`src/rtl/sfr_pkg.sv`:
```
// Package: shared constants, beat types and control structs for the find/replace block.
package sfr_pkg;

    // Longest needle and substitute
    localparam int MAX_NEEDLE = 8;
    localparam int MAX_SUB    = 8;

    // One cell per byte of the working run (held bytes plus the new byte)
    localparam int CELLS  = MAX_NEEDLE;
    localparam int CNT_W  = $clog2(CELLS + 1);
    localparam int HOLD_W = $clog2(CELLS);
    localparam int LEN_W  = 4;
    localparam int CFG_W  = 64;
    localparam int IDX_W  = 2;

    // Configuration register indexes
    localparam logic [IDX_W-1:0] REG_NEEDLE_BYTES = 2'd0;
    localparam logic [IDX_W-1:0] REG_NEEDLE_LEN   = 2'd1;
    localparam logic [IDX_W-1:0] REG_SUB_BYTES    = 2'd2;
    localparam logic [IDX_W-1:0] REG_SUB_LEN      = 2'd3;

    typedef struct packed {
        logic [7:0] in_byte;
        logic       in_final;
    } in_beat_t;

    typedef struct packed {
        logic [7:0] out_byte;
        logic       has_byte;
        logic       string_end;
        logic       run_last;
    } out_beat_t;

    // Commands broadcast to every cell of the chain
    typedef struct packed {
        logic load_sub;
        logic shift;
    } cell_ctrl_t;

    // Outcome of the prefix search over the run
    typedef struct packed {
        logic             full;
        logic [CNT_W-1:0] start;
    } match_t;

endpackage

```
`src/rtl/sfr_cell.sv`:
```
// Cell: one byte of the working run, compared against every needle byte.
module sfr_cell
    import sfr_pkg::*;
(
    input  logic                   aclk,
    input  cell_ctrl_t             ctrl,
    input  logic                   wr_in,
    input  logic [7:0]             in_byte,
    input  logic [7:0]             sub_byte,
    input  logic [7:0]             next_byte,
    input  logic [CFG_W-1:0]       needle,
    output logic [7:0]             cell_byte,
    output logic [CELLS-1:0]       eq
);

    logic [7:0] byte_reg;
    logic [7:0] byte_next;

    // Pick the next content: substitute load, shift from the neighbor, or new input byte
    always_comb begin
        byte_next = byte_reg;
        priority if (ctrl.load_sub) begin
            byte_next = sub_byte;
        end else if (ctrl.shift) begin
            byte_next = next_byte;
        end else if (wr_in) begin
            byte_next = in_byte;
        end else begin
            byte_next = byte_reg;
        end
    end

    always_ff @(posedge aclk) begin
        byte_reg <= byte_next;
    end

    // Compare against each needle position
    always_comb begin
        for (int k = 0; k < CELLS; k++) begin
            eq[k] = (byte_reg == needle[8*k +: 8]);
        end
    end

    assign cell_byte = byte_reg;

endmodule

```
`src/rtl/sfr_match.sv`:
```
// Prefix search: full-needle test and leftmost start of a surviving needle prefix.
module sfr_match
    import sfr_pkg::*;
(
    input  logic [CELLS-1:0] eq [CELLS],
    input  logic [CNT_W-1:0] run_len,
    input  logic [CNT_W-1:0] needle_len,
    output match_t           result
);

    logic [CELLS-1:0] ok;

    // Test every start: remaining run shorter than the needle and equal to its prefix
    always_comb begin
        for (int s = 0; s < CELLS; s++) begin
            ok[s] = (CNT_W'(s) < run_len) &&
                    ((run_len - CNT_W'(s)) < needle_len);
            for (int i = 0; i < CELLS - s; i++) begin
                if (CNT_W'(i) < (run_len - CNT_W'(s))) begin
                    ok[s] = ok[s] & eq[s + i][i];
                end
            end
        end
    end

    // Take the leftmost passing start; an empty remainder always passes
    always_comb begin
        result.start = run_len;
        for (int s = CELLS - 1; s >= 0; s--) begin
            if (ok[s]) begin
                result.start = CNT_W'(s);
            end
        end
    end

    // Whole run equals the whole needle
    always_comb begin
        result.full = (run_len == needle_len);
        for (int i = 0; i < CELLS; i++) begin
            if (CNT_W'(i) < run_len) begin
                result.full = result.full & eq[i][i];
            end
        end
    end

endmodule

```
`src/rtl/stream_find_replace.sv`:
```
// Top level: streaming find/replace over a chain of byte cells.
//
// Takes a string one byte per beat and returns it with every leftmost,
// non-overlapping occurrence of the needle (1..8 bytes) replaced by the
// substitute (0..8 bytes). Up to needle length minus one bytes that may still
// begin a match are held back; the beat flagged in_final flushes them, and a
// final beat that yields no byte returns one empty end marker (has_byte 0).
// An input beat is taken while idle and evaluated in the next cycle; its results
// then leave one per cycle from the front of the cell chain while the output is
// not stalled, and no new beat is taken until the last result has been issued.
// Configuration writes take effect at once and belong to idle periods.
module stream_find_replace
    import sfr_pkg::*;
(
    input  logic             aclk,
    input  logic             aresetn,
    input  logic             cfg_wr_en,
    input  logic [IDX_W-1:0] cfg_index,
    input  logic [CFG_W-1:0] cfg_data,
    input  logic             s_valid,
    output logic             s_ready,
    input  in_beat_t         s_data,
    output logic             m_valid,
    input  logic             m_ready,
    output out_beat_t        m_data
);

    localparam logic [1:0] ST_IDLE = 2'd0;
    localparam logic [1:0] ST_EVAL = 2'd1;
    localparam logic [1:0] ST_EMIT = 2'd2;

    logic [1:0]        state_reg, state_next;
    logic [CFG_W-1:0]  needle_reg;
    logic [LEN_W-1:0]  needle_len_reg;
    logic [CFG_W-1:0]  sub_reg;
    logic [LEN_W-1:0]  sub_len_reg;
    logic [HOLD_W-1:0] held_reg, held_next;
    logic [CNT_W-1:0]  run_len_reg, run_len_next;
    logic              final_reg, final_next;
    logic [CNT_W-1:0]  emit_reg, emit_next;
    logic              mark_reg, mark_next;
    logic              m_valid_reg;
    out_beat_t         m_data_reg;

    logic [CNT_W-1:0]  nl_eff;
    logic [CNT_W-1:0]  sl_eff;
    logic              in_fire;
    logic              out_free;
    logic              emit_fire;
    logic              last_beat;
    cell_ctrl_t        ctrl;
    match_t            match;
    logic [CNT_W-1:0]  eval_emit;
    logic [CNT_W-1:0]  eval_keep;
    logic [7:0]        cell_bytes [CELLS];
    logic [CELLS-1:0]  eq [CELLS];

    // Clamp the lengths into their legal ranges
    always_comb begin
        if (needle_len_reg == '0) begin
            nl_eff = CNT_W'(1);
        end else if (needle_len_reg > LEN_W'(MAX_NEEDLE)) begin
            nl_eff = CNT_W'(MAX_NEEDLE);
        end else begin
            nl_eff = CNT_W'(needle_len_reg);
        end
        if (sub_len_reg > LEN_W'(MAX_SUB)) begin
            sl_eff = CNT_W'(MAX_SUB);
        end else begin
            sl_eff = CNT_W'(sub_len_reg);
        end
    end

    // Configuration registers
    always_ff @(posedge aclk) begin
        if (!aresetn) begin
            needle_reg     <= '0;
            needle_len_reg <= LEN_W'(1);
            sub_reg        <= '0;
            sub_len_reg    <= '0;
        end else if (cfg_wr_en) begin
            unique case (cfg_index)
                REG_NEEDLE_BYTES: needle_reg     <= cfg_data;
                REG_NEEDLE_LEN:   needle_len_reg <= cfg_data[LEN_W-1:0];
                REG_SUB_BYTES:    sub_reg        <= cfg_data;
                REG_SUB_LEN:      sub_len_reg    <= cfg_data[LEN_W-1:0];
                default: ;
            endcase
        end
    end

    assign s_ready   = (state_reg == ST_IDLE);
    assign in_fire   = s_valid && s_ready;
    assign out_free  = !m_valid_reg || m_ready;
    assign emit_fire = (state_reg == ST_EMIT) && out_free;
    assign last_beat = mark_reg || (emit_reg == CNT_W'(1));

    // Plan the results of the evaluated run
    always_comb begin
        if (match.full) begin
            eval_emit = sl_eff;
            eval_keep = '0;
        end else if (final_reg) begin
            eval_emit = run_len_reg;
            eval_keep = '0;
        end else begin
            eval_emit = match.start;
            eval_keep = run_len_reg - match.start;
        end
    end

    // Chain commands
    always_comb begin
        ctrl.load_sub = (state_reg == ST_EVAL) && match.full;
        ctrl.shift    = emit_fire && !mark_reg;
    end

    // Sequencer
    always_comb begin
        state_next   = state_reg;
        held_next    = held_reg;
        run_len_next = run_len_reg;
        final_next   = final_reg;
        emit_next    = emit_reg;
        mark_next    = mark_reg;
        unique case (state_reg)
            ST_IDLE: begin
                if (in_fire) begin
                    run_len_next = CNT_W'(held_reg) + CNT_W'(1);
                    final_next   = s_data.in_final;
                    state_next   = ST_EVAL;
                end
            end
            ST_EVAL: begin
                held_next = eval_keep[HOLD_W-1:0];
                emit_next = eval_emit;
                mark_next = final_reg && (eval_emit == '0);
                if ((eval_emit == '0) && !final_reg) begin
                    state_next = ST_IDLE;
                end else begin
                    state_next = ST_EMIT;
                end
            end
            ST_EMIT: begin
                if (emit_fire) begin
                    emit_next = emit_reg - CNT_W'(!mark_reg);
                    if (last_beat) begin
                        mark_next  = 1'b0;
                        state_next = ST_IDLE;
                    end
                end
            end
            default: begin
                state_next = ST_IDLE;
            end
        endcase
    end

    always_ff @(posedge aclk) begin
        if (!aresetn) begin
            state_reg   <= ST_IDLE;
            held_reg    <= '0;
            run_len_reg <= '0;
            final_reg   <= 1'b0;
            emit_reg    <= '0;
            mark_reg    <= 1'b0;
        end else begin
            state_reg   <= state_next;
            held_reg    <= held_next;
            run_len_reg <= run_len_next;
            final_reg   <= final_next;
            emit_reg    <= emit_next;
            mark_reg    <= mark_next;
        end
    end

    // Output register: hold while stalled, load the chain front (or the end marker) on each emit
    always_ff @(posedge aclk) begin
        if (!aresetn) begin
            m_valid_reg <= 1'b0;
        end else if (emit_fire) begin
            m_valid_reg <= 1'b1;
        end else if (m_ready) begin
            m_valid_reg <= 1'b0;
        end
    end

    always_ff @(posedge aclk) begin
        if (emit_fire) begin
            m_data_reg.out_byte   <= mark_reg ? 8'd0 : cell_bytes[0];
            m_data_reg.has_byte   <= !mark_reg;
            m_data_reg.string_end <= last_beat && final_reg;
            m_data_reg.run_last   <= last_beat;
        end
    end

    assign m_valid = m_valid_reg;
    assign m_data  = m_data_reg;

    // Row of byte cells, front at index zero, shifting toward the front
    for (genvar g = 0; g < CELLS; g++) begin : g_cell
        logic [7:0] next_byte;
        logic [7:0] sub_byte;

        if (g == CELLS - 1) begin : g_tail
            assign next_byte = 8'd0;
        end else begin : g_body
            assign next_byte = cell_bytes[g + 1];
        end

        if (g < MAX_SUB) begin : g_sub
            assign sub_byte = sub_reg[8*g +: 8];
        end else begin : g_nosub
            assign sub_byte = 8'd0;
        end

        sfr_cell u_cell (
            .aclk      (aclk),
            .ctrl      (ctrl),
            .wr_in     (in_fire && (CNT_W'(held_reg) == CNT_W'(g))),
            .in_byte   (s_data.in_byte),
            .sub_byte  (sub_byte),
            .next_byte (next_byte),
            .needle    (needle_reg),
            .cell_byte (cell_bytes[g]),
            .eq        (eq[g])
        );
    end

    sfr_match u_match (
        .eq         (eq),
        .run_len    (run_len_reg),
        .needle_len (nl_eff),
        .result     (match)
    );

endmodule

```
`config.mk`:
```
export PLATFORM = sky130hd
export DESIGN_NAME = stream_find_replace
export DESIGN_NICKNAME = d
export VERILOG_FILES = /design/src/rtl/sfr_pkg.sv /design/src/rtl/sfr_cell.sv /design/src/rtl/sfr_match.sv /design/src/rtl/stream_find_replace.sv
export SDC_FILE = /design/constraint.sdc
export NUM_CORES = 1
export LEC_CHECK = 0
export BUFFER_PORTS_ARGS = -buffer_cell sky130_fd_sc_hd__buf_4
export CORE_MARGIN = 2
export CORE_UTILIZATION = 55
export CTS_CLUSTER_DIAMETER = 30
export DETAILED_ROUTE_END_ITERATION = 8
export PLACE_DENSITY = 0.8
export SKIP_CTS_REPAIR_TIMING = 1
export SYNTH_ARGS = -nofsm -noshare
export SYNTH_HDL_FRONTEND = slang
export SYNTH_HIERARCHICAL = 1
export SYNTH_SLANG_ARGS = --single-unit
```
`constraint.sdc`:
```
create_clock -name aclk -period 11.55 [get_ports aclk]
set_clock_uncertainty 0.15 [all_clocks]
set_input_delay 0.5775 -clock aclk [delete_from_list [all_inputs] [get_ports aclk]]
set_output_delay 0.5775 -clock aclk [all_outputs]
set_load 0.01 [all_outputs]
```
Word-level counts from Yosys, hierarchy flattened
Index checks and enable logic that the tools add are counted.

Logic and storage cells: 322. Input bits: 80. Output and inout port bits: 13. Register bits: 227.

Bitwise logic cells: 44. $add $sub $neg: 10. Eq/ne operators: 53. Magnitude comparators: 46. Reduce and logical (&&, ||, !) cells: 51. Mux-type cells: 95.

Operator list (number): == test 8 bit (36); 2-to-1 mux 8 bit (24); < comparator 1 x 4 -> 1 bit, first input constant (15); 2-to-1 mux 4 bit (14); 2-to-1 mux 1 bit (48); bitwise AND 1 bit (44); < comparator 2 x 4 -> 1 bit, first input constant (11); < comparator 3 x 4 -> 1 bit, first input constant (10); < comparator 4 bit (8); nonzero test 3 bit (8); logical AND 1 bit (23); subtractor 4 x 3 -> 4 bit, second input constant (4); == test 3 bit, second input constant (4); AND reduction 2 bit (6); greater-than comparator 4 bit, second input constant (2); zero test 4 bit (2); 2-to-1 mux 2 bit (4); one-hot mux 4 bit (2 select lines) (1); subtractor 4 x 2 -> 4 bit, second input constant (2); == test 2 bit, second input constant (3); == test 3 x 2 -> 1 bit, second input constant (2); 2-to-1 mux 3 bit (2); one-hot mux 2 bit (3 select lines) (1); AND reduction 3 bit (2); 16 further kinds (23).

Depth between registers and ports, before layout
Gate-level depths: netlist of run 1.

Depth after elaboration: 28. Mapped depth: 20. Gate-level depth less buffers: 18.

By module
Netlist of run 1, hierarchy kept.

Modules (own cells, without submodules): sfr_cell (times used 8, sequential area each 240.2 µm², cells an instance 131, area an instance 1189.9 µm²); stream_find_replace (times used 1, sequential area each 3373.2 µm², cells an instance 736, area an instance 6139.6 µm²); sfr_match (times used 1, sequential area each 0.0 µm², cells an instance 183, area an instance 1352.5 µm²).

Least setup slack after synthesis of run 1
Ideal clock, no wire load.

Kind: register to register. From: register run_len_reg[1]. To: register held_reg[2]. Buffers on the path: 1. Stages on the path, launching flop included: 20. Data required time: 11272 ps. Data arrival time: 3932 ps. Period minus slack after synthesis: 4209 ps. Path slack: 7341 ps. Setup time: 128 ps. Cells stage by stage: dfxtp_1 > clkbuf_1 > inv_1 > ha_1 > a21oi_1 > xnor2_1 > ha_1 > a21oi_1 > or4b_4 > a2111oi_4 > nand2b_1 > o31a_1 > a211oi_2 > ha_1 > inv_1 > fa_1 > xor2_1 > xnor2_1 > a22oi_1 > nor2_1.

RTL lines: start: declaration (RTL line stream_find_replace.sv:38) `logic [CNT_W-1:0] run_len_reg, run_len_next;`; start signal: assignment (RTL line stream_find_replace.sv:170) `run_len_reg <= run_len_next;`; end signal: assignment (RTL line stream_find_replace.sv:169) `held_reg <= held_next;`; end: declaration (RTL line stream_find_replace.sv:37) `logic [HOLD_W-1:0] held_reg, held_next;`.

==> results.cfg, run 1 <==
[status]
run_status = finished clean

[global_routing]
grt_remaining_overflow = 0
grt_start_max_net_pins = 97
antenna_found_initial = 0
grt_pass1_vias = 11774
use_met1_pct = 39.1
met3_usage_pct = 5.13
gr-usage-met2_pct = 47.3
grt_usage_pct = 29.1
busiest_layer = met2
grt_first_pass_wirelength_mm = 65.1

[min_path]
hp-class = primary input to flop
hold_start = cfg_data[40]

[layout]
antenna_cells = 0
drive_gt1_share_pct = 11.7
multi_input_area_sq_mm = 0.00812
fin_area_sq_mm = 0.0164
nNetsFinal = 1805
fillCellCount = 2066
regArea_sq_mm = 0.00530
areaGrowthSynthToFinish_pct = 12.4

[critical_path]
path_depth = 18
r2r_slack_ns = 6.64
cp_top_family = adder cells
slowest_delay_ns = 0.75
path_buf_inv = 3
critPathKind = flop to flop
cp.arrival_ns = 5.14
path_cells = inv_1, ha_1, a21boi_0, xnor2_1, inv_1, ha_1, a221oi_1, nand4_1, nor3_1, nor2_1, a211oi_2, ha_1, inv_1, fa_1, xor2_1, xnor2_1, a22oi_1, nor2_1
endpoint_kind = flop
ff2ff_path_depth = 18
cp_slowest_cell = dfxtp_1
path_max_fanout = 16
critPathLaunchType = flop
crit_path_start = run_len_reg[1]$_SDFFE_PN0P_
endpoint = held_reg[2]$_SDFFE_PN0P_
r2r-start = run_len_reg[1]$_SDFFE_PN0P_
required_ns = 11.79
worstReg2RegEnd = held_reg[2]$_SDFFE_PN0P_

[detailed_routing]
firstDrtPassIters = 6
via_per_inst = 5.97
postRouteAntennaNets = 0
drt_iter0_drc = 1496
post_drt_wl_per_cell_um = 20.1
via_count = 12263
drc = 0
finalWirelength_mm = 41.3

[job]
cap_violations = 0

[place]
dp_hpwl_mm = 28.3
placed_area_sq_mm = 0.0147
place_congestion = 0.976
port_buffers = 92

[timing]
fin_crit_sh_pct = 42.5
setup_violations = 0
worst_slew_pin_slew_ns = 0.973
tns_ns = 0
slew_headroom_pct = 34.9
rsz0062_at_grt = no
clock.fmax_mhz = 204
finalHoldViolCount = 0
finalCriticalPeriod_ns = 4.91
drv_slew = 0

[floorplan]
die_x_um = 167
boundaryPins = 93
fp.dieH_um = 167
die-area_sq_mm = 0.0279
initial_core_util_pct = 56.0
fp-row-count = 59
core_area_sq_mm = 0.0261

[cts]
htreeDepth = 2
cts_tree = built
clkTransAtPathRegs_ns = 0.05
cts.path.max_buffers = 3
cts_made_buffers = 48
clkSinkCount = 227
root_buffer = clkbuf_16
clk_latency_ns = 0.55

[synth]
synth_warnings = 6
syn_inst = 1659
avgSynthCellArea_sq_um = 8.80
synth.cell_area_sq_mm = 0.0146

[pwr]
power_density_mw_per_mm2 = 160
irDropWorstVdd_v = 0.000135
leakage_nw = 5.26
==> worst reg2reg max path: stages, from the launching register on <==
cell and delay [ns]:
dfxtp_1 0.75, inv_1 0.31, ha_1 0.30, a21boi_0 0.14
xnor2_1 0.28, inv_1 0.08, ha_1 0.30, a221oi_1 0.29
nand4_1 0.15, nor3_1 0.43, nor2_1 0.12, a211oi_2 0.31
ha_1 0.19, inv_1 0.05, fa_1 0.37, xor2_1 0.18
xnor2_1 0.13, a22oi_1 0.18, nor2_1 0.06
==> power breakdown <==
part | internal, mW | switching [mW] | leakage, nW | total (mW)
registers | 0.870 | 0.0630 | 1.92 | 0.933
logic | 0.133 | 0.155 | 2.51 | 0.288
clock network | 0.939 | 0.468 | 0.825 | 1.41
total | 1.94 | 0.686 | 5.26 | 2.63
==> stage by stage <==
stage	hold WS, ns	utilization (%)	instances	setup WS, ns	total power, mW
floorplan	0.286	-	1666	7.34	1.16
global placement	0.292	56.5	1966	6.89	1.22
detailed placement	0.297	56.5	1966	6.67	1.23
CTS	0.115	62.9	2055	6.68	2.63
global route	0.120	62.9	2055	6.27	2.71
finish	0.131	62.9	2055	6.64	2.63
==> metal layers <==
metal | wire [um] | vias to the layer above
li1 | - | 5649
met1 | 17000 | 5866
met2 | 19200 | 635
met3 | 3780 | 113
met4 | 1320 | 0
met5 | 0 | -
==> worst min-delay path by stage <==
stage,endpoint,slack [ns],cells past startpoint
5_1_grt,needle_reg[56]$_SDFFE_PN0P_,0.12,3
4_1_cts,needle_len_reg[0]$_SDFFE_PN1P_,0.11,2
2_1_floorplan,sub_reg[0]$_SDFFE_PN0P_,0.29,2
3_5_place_dp,sub_reg[57]$_SDFFE_PN0P_,0.30,2
6_report,needle_reg[40]$_SDFFE_PN0P_,0.13,3
3_3_place_gp,sub_reg[17]$_SDFFE_PN0P_,0.29,2
==> area by class of cell <==
class | instances | area share [%]
inverter | 32 | 0.748
tap | 335 | 2.56
sequential | 227 | 32.3
clock buffer | 58 | 8.12
multi-input combinational | 1272 | 49.5
timing repair buffer | 100 | 4.58
clock inverter | 31 | 2.18
==> layout by cell type (no fill, tap or decap), drive strengths merged, types with 15 or more instances in the layout <==
cell type / instances
a21oi: 148
buf: 100
clkbuf: 58
dfxtp: 152
edfxtp: 75
ha: 43
inv: 40
mux2i: 76
nand2: 338
nand4: 79
nor2: 70
nor2b: 15
o21ai: 75
xnor2: 295
Note: power is estimated with default switching activity, not from simulation.
==> run 2: changes to the inputs <==
--- a/config.mk
+++ b/config.mk
@@ -10,7 +10,7 @@
 export CORE_UTILIZATION = 55
 export CTS_CLUSTER_DIAMETER = 30
 export DETAILED_ROUTE_END_ITERATION = 8
-export PLACE_DENSITY = 0.8
+export PLACE_DENSITY = 0.83
 export SKIP_CTS_REPAIR_TIMING = 1
 export SYNTH_ARGS = -nofsm -noshare
 export SYNTH_HDL_FRONTEND = slang
==> constraint.sdc (replaced) <==
create_clock -name aclk -period 4.4 [get_ports aclk]
set_clock_uncertainty 0.15 [all_clocks]
set_input_delay 0.22 -clock aclk [delete_from_list [all_inputs] [get_ports aclk]]
set_output_delay 0.22 -clock aclk [all_outputs]
set_load 0.01 [all_outputs]
==> run 2 against run 1 <==
  * Sequential power rose to 2.6 times the previous value
  * Largest cell class unchanged
  * Sequential share of layout area down 2.2 points
  * Utilization up 4.5 points
  * Clock-buffer cell count down 1
  * Power rose to 2.6 times the previous value
  * Routed wire length up 13%
  * Die area unchanged
  * First-iteration DRC count up 19%
  * Critical endpoint unchanged
  * Highest routed layer unchanged
==> results.cfg, run 2 (same netlist as run 1, synthesis figures left out) <==
[status]
run_status = finished clean

[critical_path]
required_ns = 4.65
endpoint_kind = flop
cp.arrival_ns = 4.44
critPathKind = flop to flop
cp_slowest_cell = or4b_4
cp_top_family = simple AND/OR/NAND/NOR gates
critPathLaunchType = flop
path_max_fanout = 3
path_cells = xnor2_1, nand4_1, nor2_1, o22ai_1, or4b_4, a2111oi_4, nand2b_1, o31a_1, a211oi_2, ha_1, inv_1, fa_1, xor2_1, xnor2_1, a22oi_1, nor2_1
path_buf_inv = 1
slowest_delay_ns = 0.52

[timing]
rsz0062_at_grt = no
tns_ns = 0
finalHoldViolCount = 0
slew_headroom_pct = 37.4
fin_crit_sh_pct = 95.2
worst_slew_pin_slew_ns = 0.938
drv_slew = 0
setup_violations = 0
finalCriticalPeriod_ns = 4.19
clock.fmax_mhz = 239

[layout]
drive_gt1_share_pct = 14.3
post-route-util_pct = 67.5
nNetsFinal = 1942
areaGrowthSynthToFinish_pct = 20.4
final_cell_mix = 338 x nand2_1, 295 x xnor2_1, 167 x buf_4, 152 x dfxtp_1, 148 x a21oi_1
final_common_cell = nand2_1
final_cell_count_no_fill = 2193

[floorplan]
fp-row-count = 59
initial_core_util_pct = 56.0
core_area_sq_mm = 0.0261
boundaryPins = 93
die_x_um = 167
die-area_sq_mm = 0.0279
fp.dieH_um = 167

[detailed_routing]
firstDrtPassIters = 8
drc = 0
postRouteAntennaNets = 0
finalWirelength_mm = 46.5
via_count = 13307
via_per_inst = 6.07
drt_iter0_drc = 1780
post_drt_wl_per_cell_um = 21.2

[global_routing]
grt_remaining_overflow = 0
grt_first_pass_wirelength_mm = 68.4
met3_usage_pct = 5.54
gr-usage-met2_pct = 51.3
grt_start_max_net_pins = 65
use_met1_pct = 39.3
busiest_layer = met2
grt_pass1_vias = 12458
grt_usage_pct = 31.1
antenna_found_initial = 1

[pwr]
leakage_nw = 5.89
power_density_mw_per_mm2 = 396
irDropWorstVdd_v = 0.000403

[cts]
cts.path.max_buffers = 3
clk_latency_ns = 0.56
htreeDepth = 2
cts_tree = built
cts_made_buffers = 47
clkTransAtPathRegs_ns = 0.05
clkSinkCount = 227
root_buffer = clkbuf_16

[place]
port_buffers = 92
place_congestion = 1.00
dp_hpwl_mm = 31.3
post-place-cells = 2034

[job]
cap_violations = 0

[min_path]
hp-class = primary input to flop
run 2: final timing paths:
check | depth (start not counted) | endpoint | from | slack (ns)
max reg2reg | 16 | held_reg[2]$_SDFFE_PN0P_ | g_cell[6].u_cell/cell_byte[3]$_DFFE_PP_ | 0.21
min | 3 | g_cell[0].u_cell/cell_byte[6]$_DFFE_PP_ | s_data[7] | 0.02
min reg2reg | 2 | sub_reg[53]$_SDFFE_PN0P_ | sub_reg[53]$_SDFFE_PN0P_ | 0.31
max | 16 | held_reg[2]$_SDFFE_PN0P_ | g_cell[6].u_cell/cell_byte[3]$_DFFE_PP_ | 0.21
run 2: stage by stage:
step	hold WS [ns]	instance area (sq um)	setup WS, ns	total power, mW
finish	0.0237	17600	0.211	6.96
global route	0.0315	17600	0.0324	7.16
CTS	-0.240	16900	0.261	6.88
detailed placement	0.297	15200	0.274	3.27
global placement	0.291	15200	0.313	3.25
floorplan	0.132	14600	0.191	3.04
run 2: final cells by class:
cell class              count  area (sq um)
diodes                      1          2.50
clock buffers              57          1270
clock inverters            31           365
fillers                  1840          8480
inverters                  32           123
multi-input cells        1272          8120
flip-flops and latches    227          5300
well taps                 335           419
repair buffers            238          1970
run 2: metal layers:
layer  up-vias  wire [um]
li1       5930          -
met1      6300      17600
met2       863      21900
met3       214       4440
met4         0       2610
met5         -          0
run 2: power by group:
part           internal (mW)  total, mW  switching, mW
registers               2.28       2.40          0.117
clock network           2.39       3.63           1.24
logic                  0.423      0.927          0.504
run 2: worst reg2reg max path, delay by kind of cell (launching register included):
family / cells / cell delay, ns
DFF: 1 / 0.49
AOI/OAI and AO/OA: 5 / 1.07
xor gates and xnor gates: 3 / 0.54
adders and majority gates: 2 / 0.56
buffers and inverters: 1 / 0.05
and+or+nand+nor: 5 / 1.18
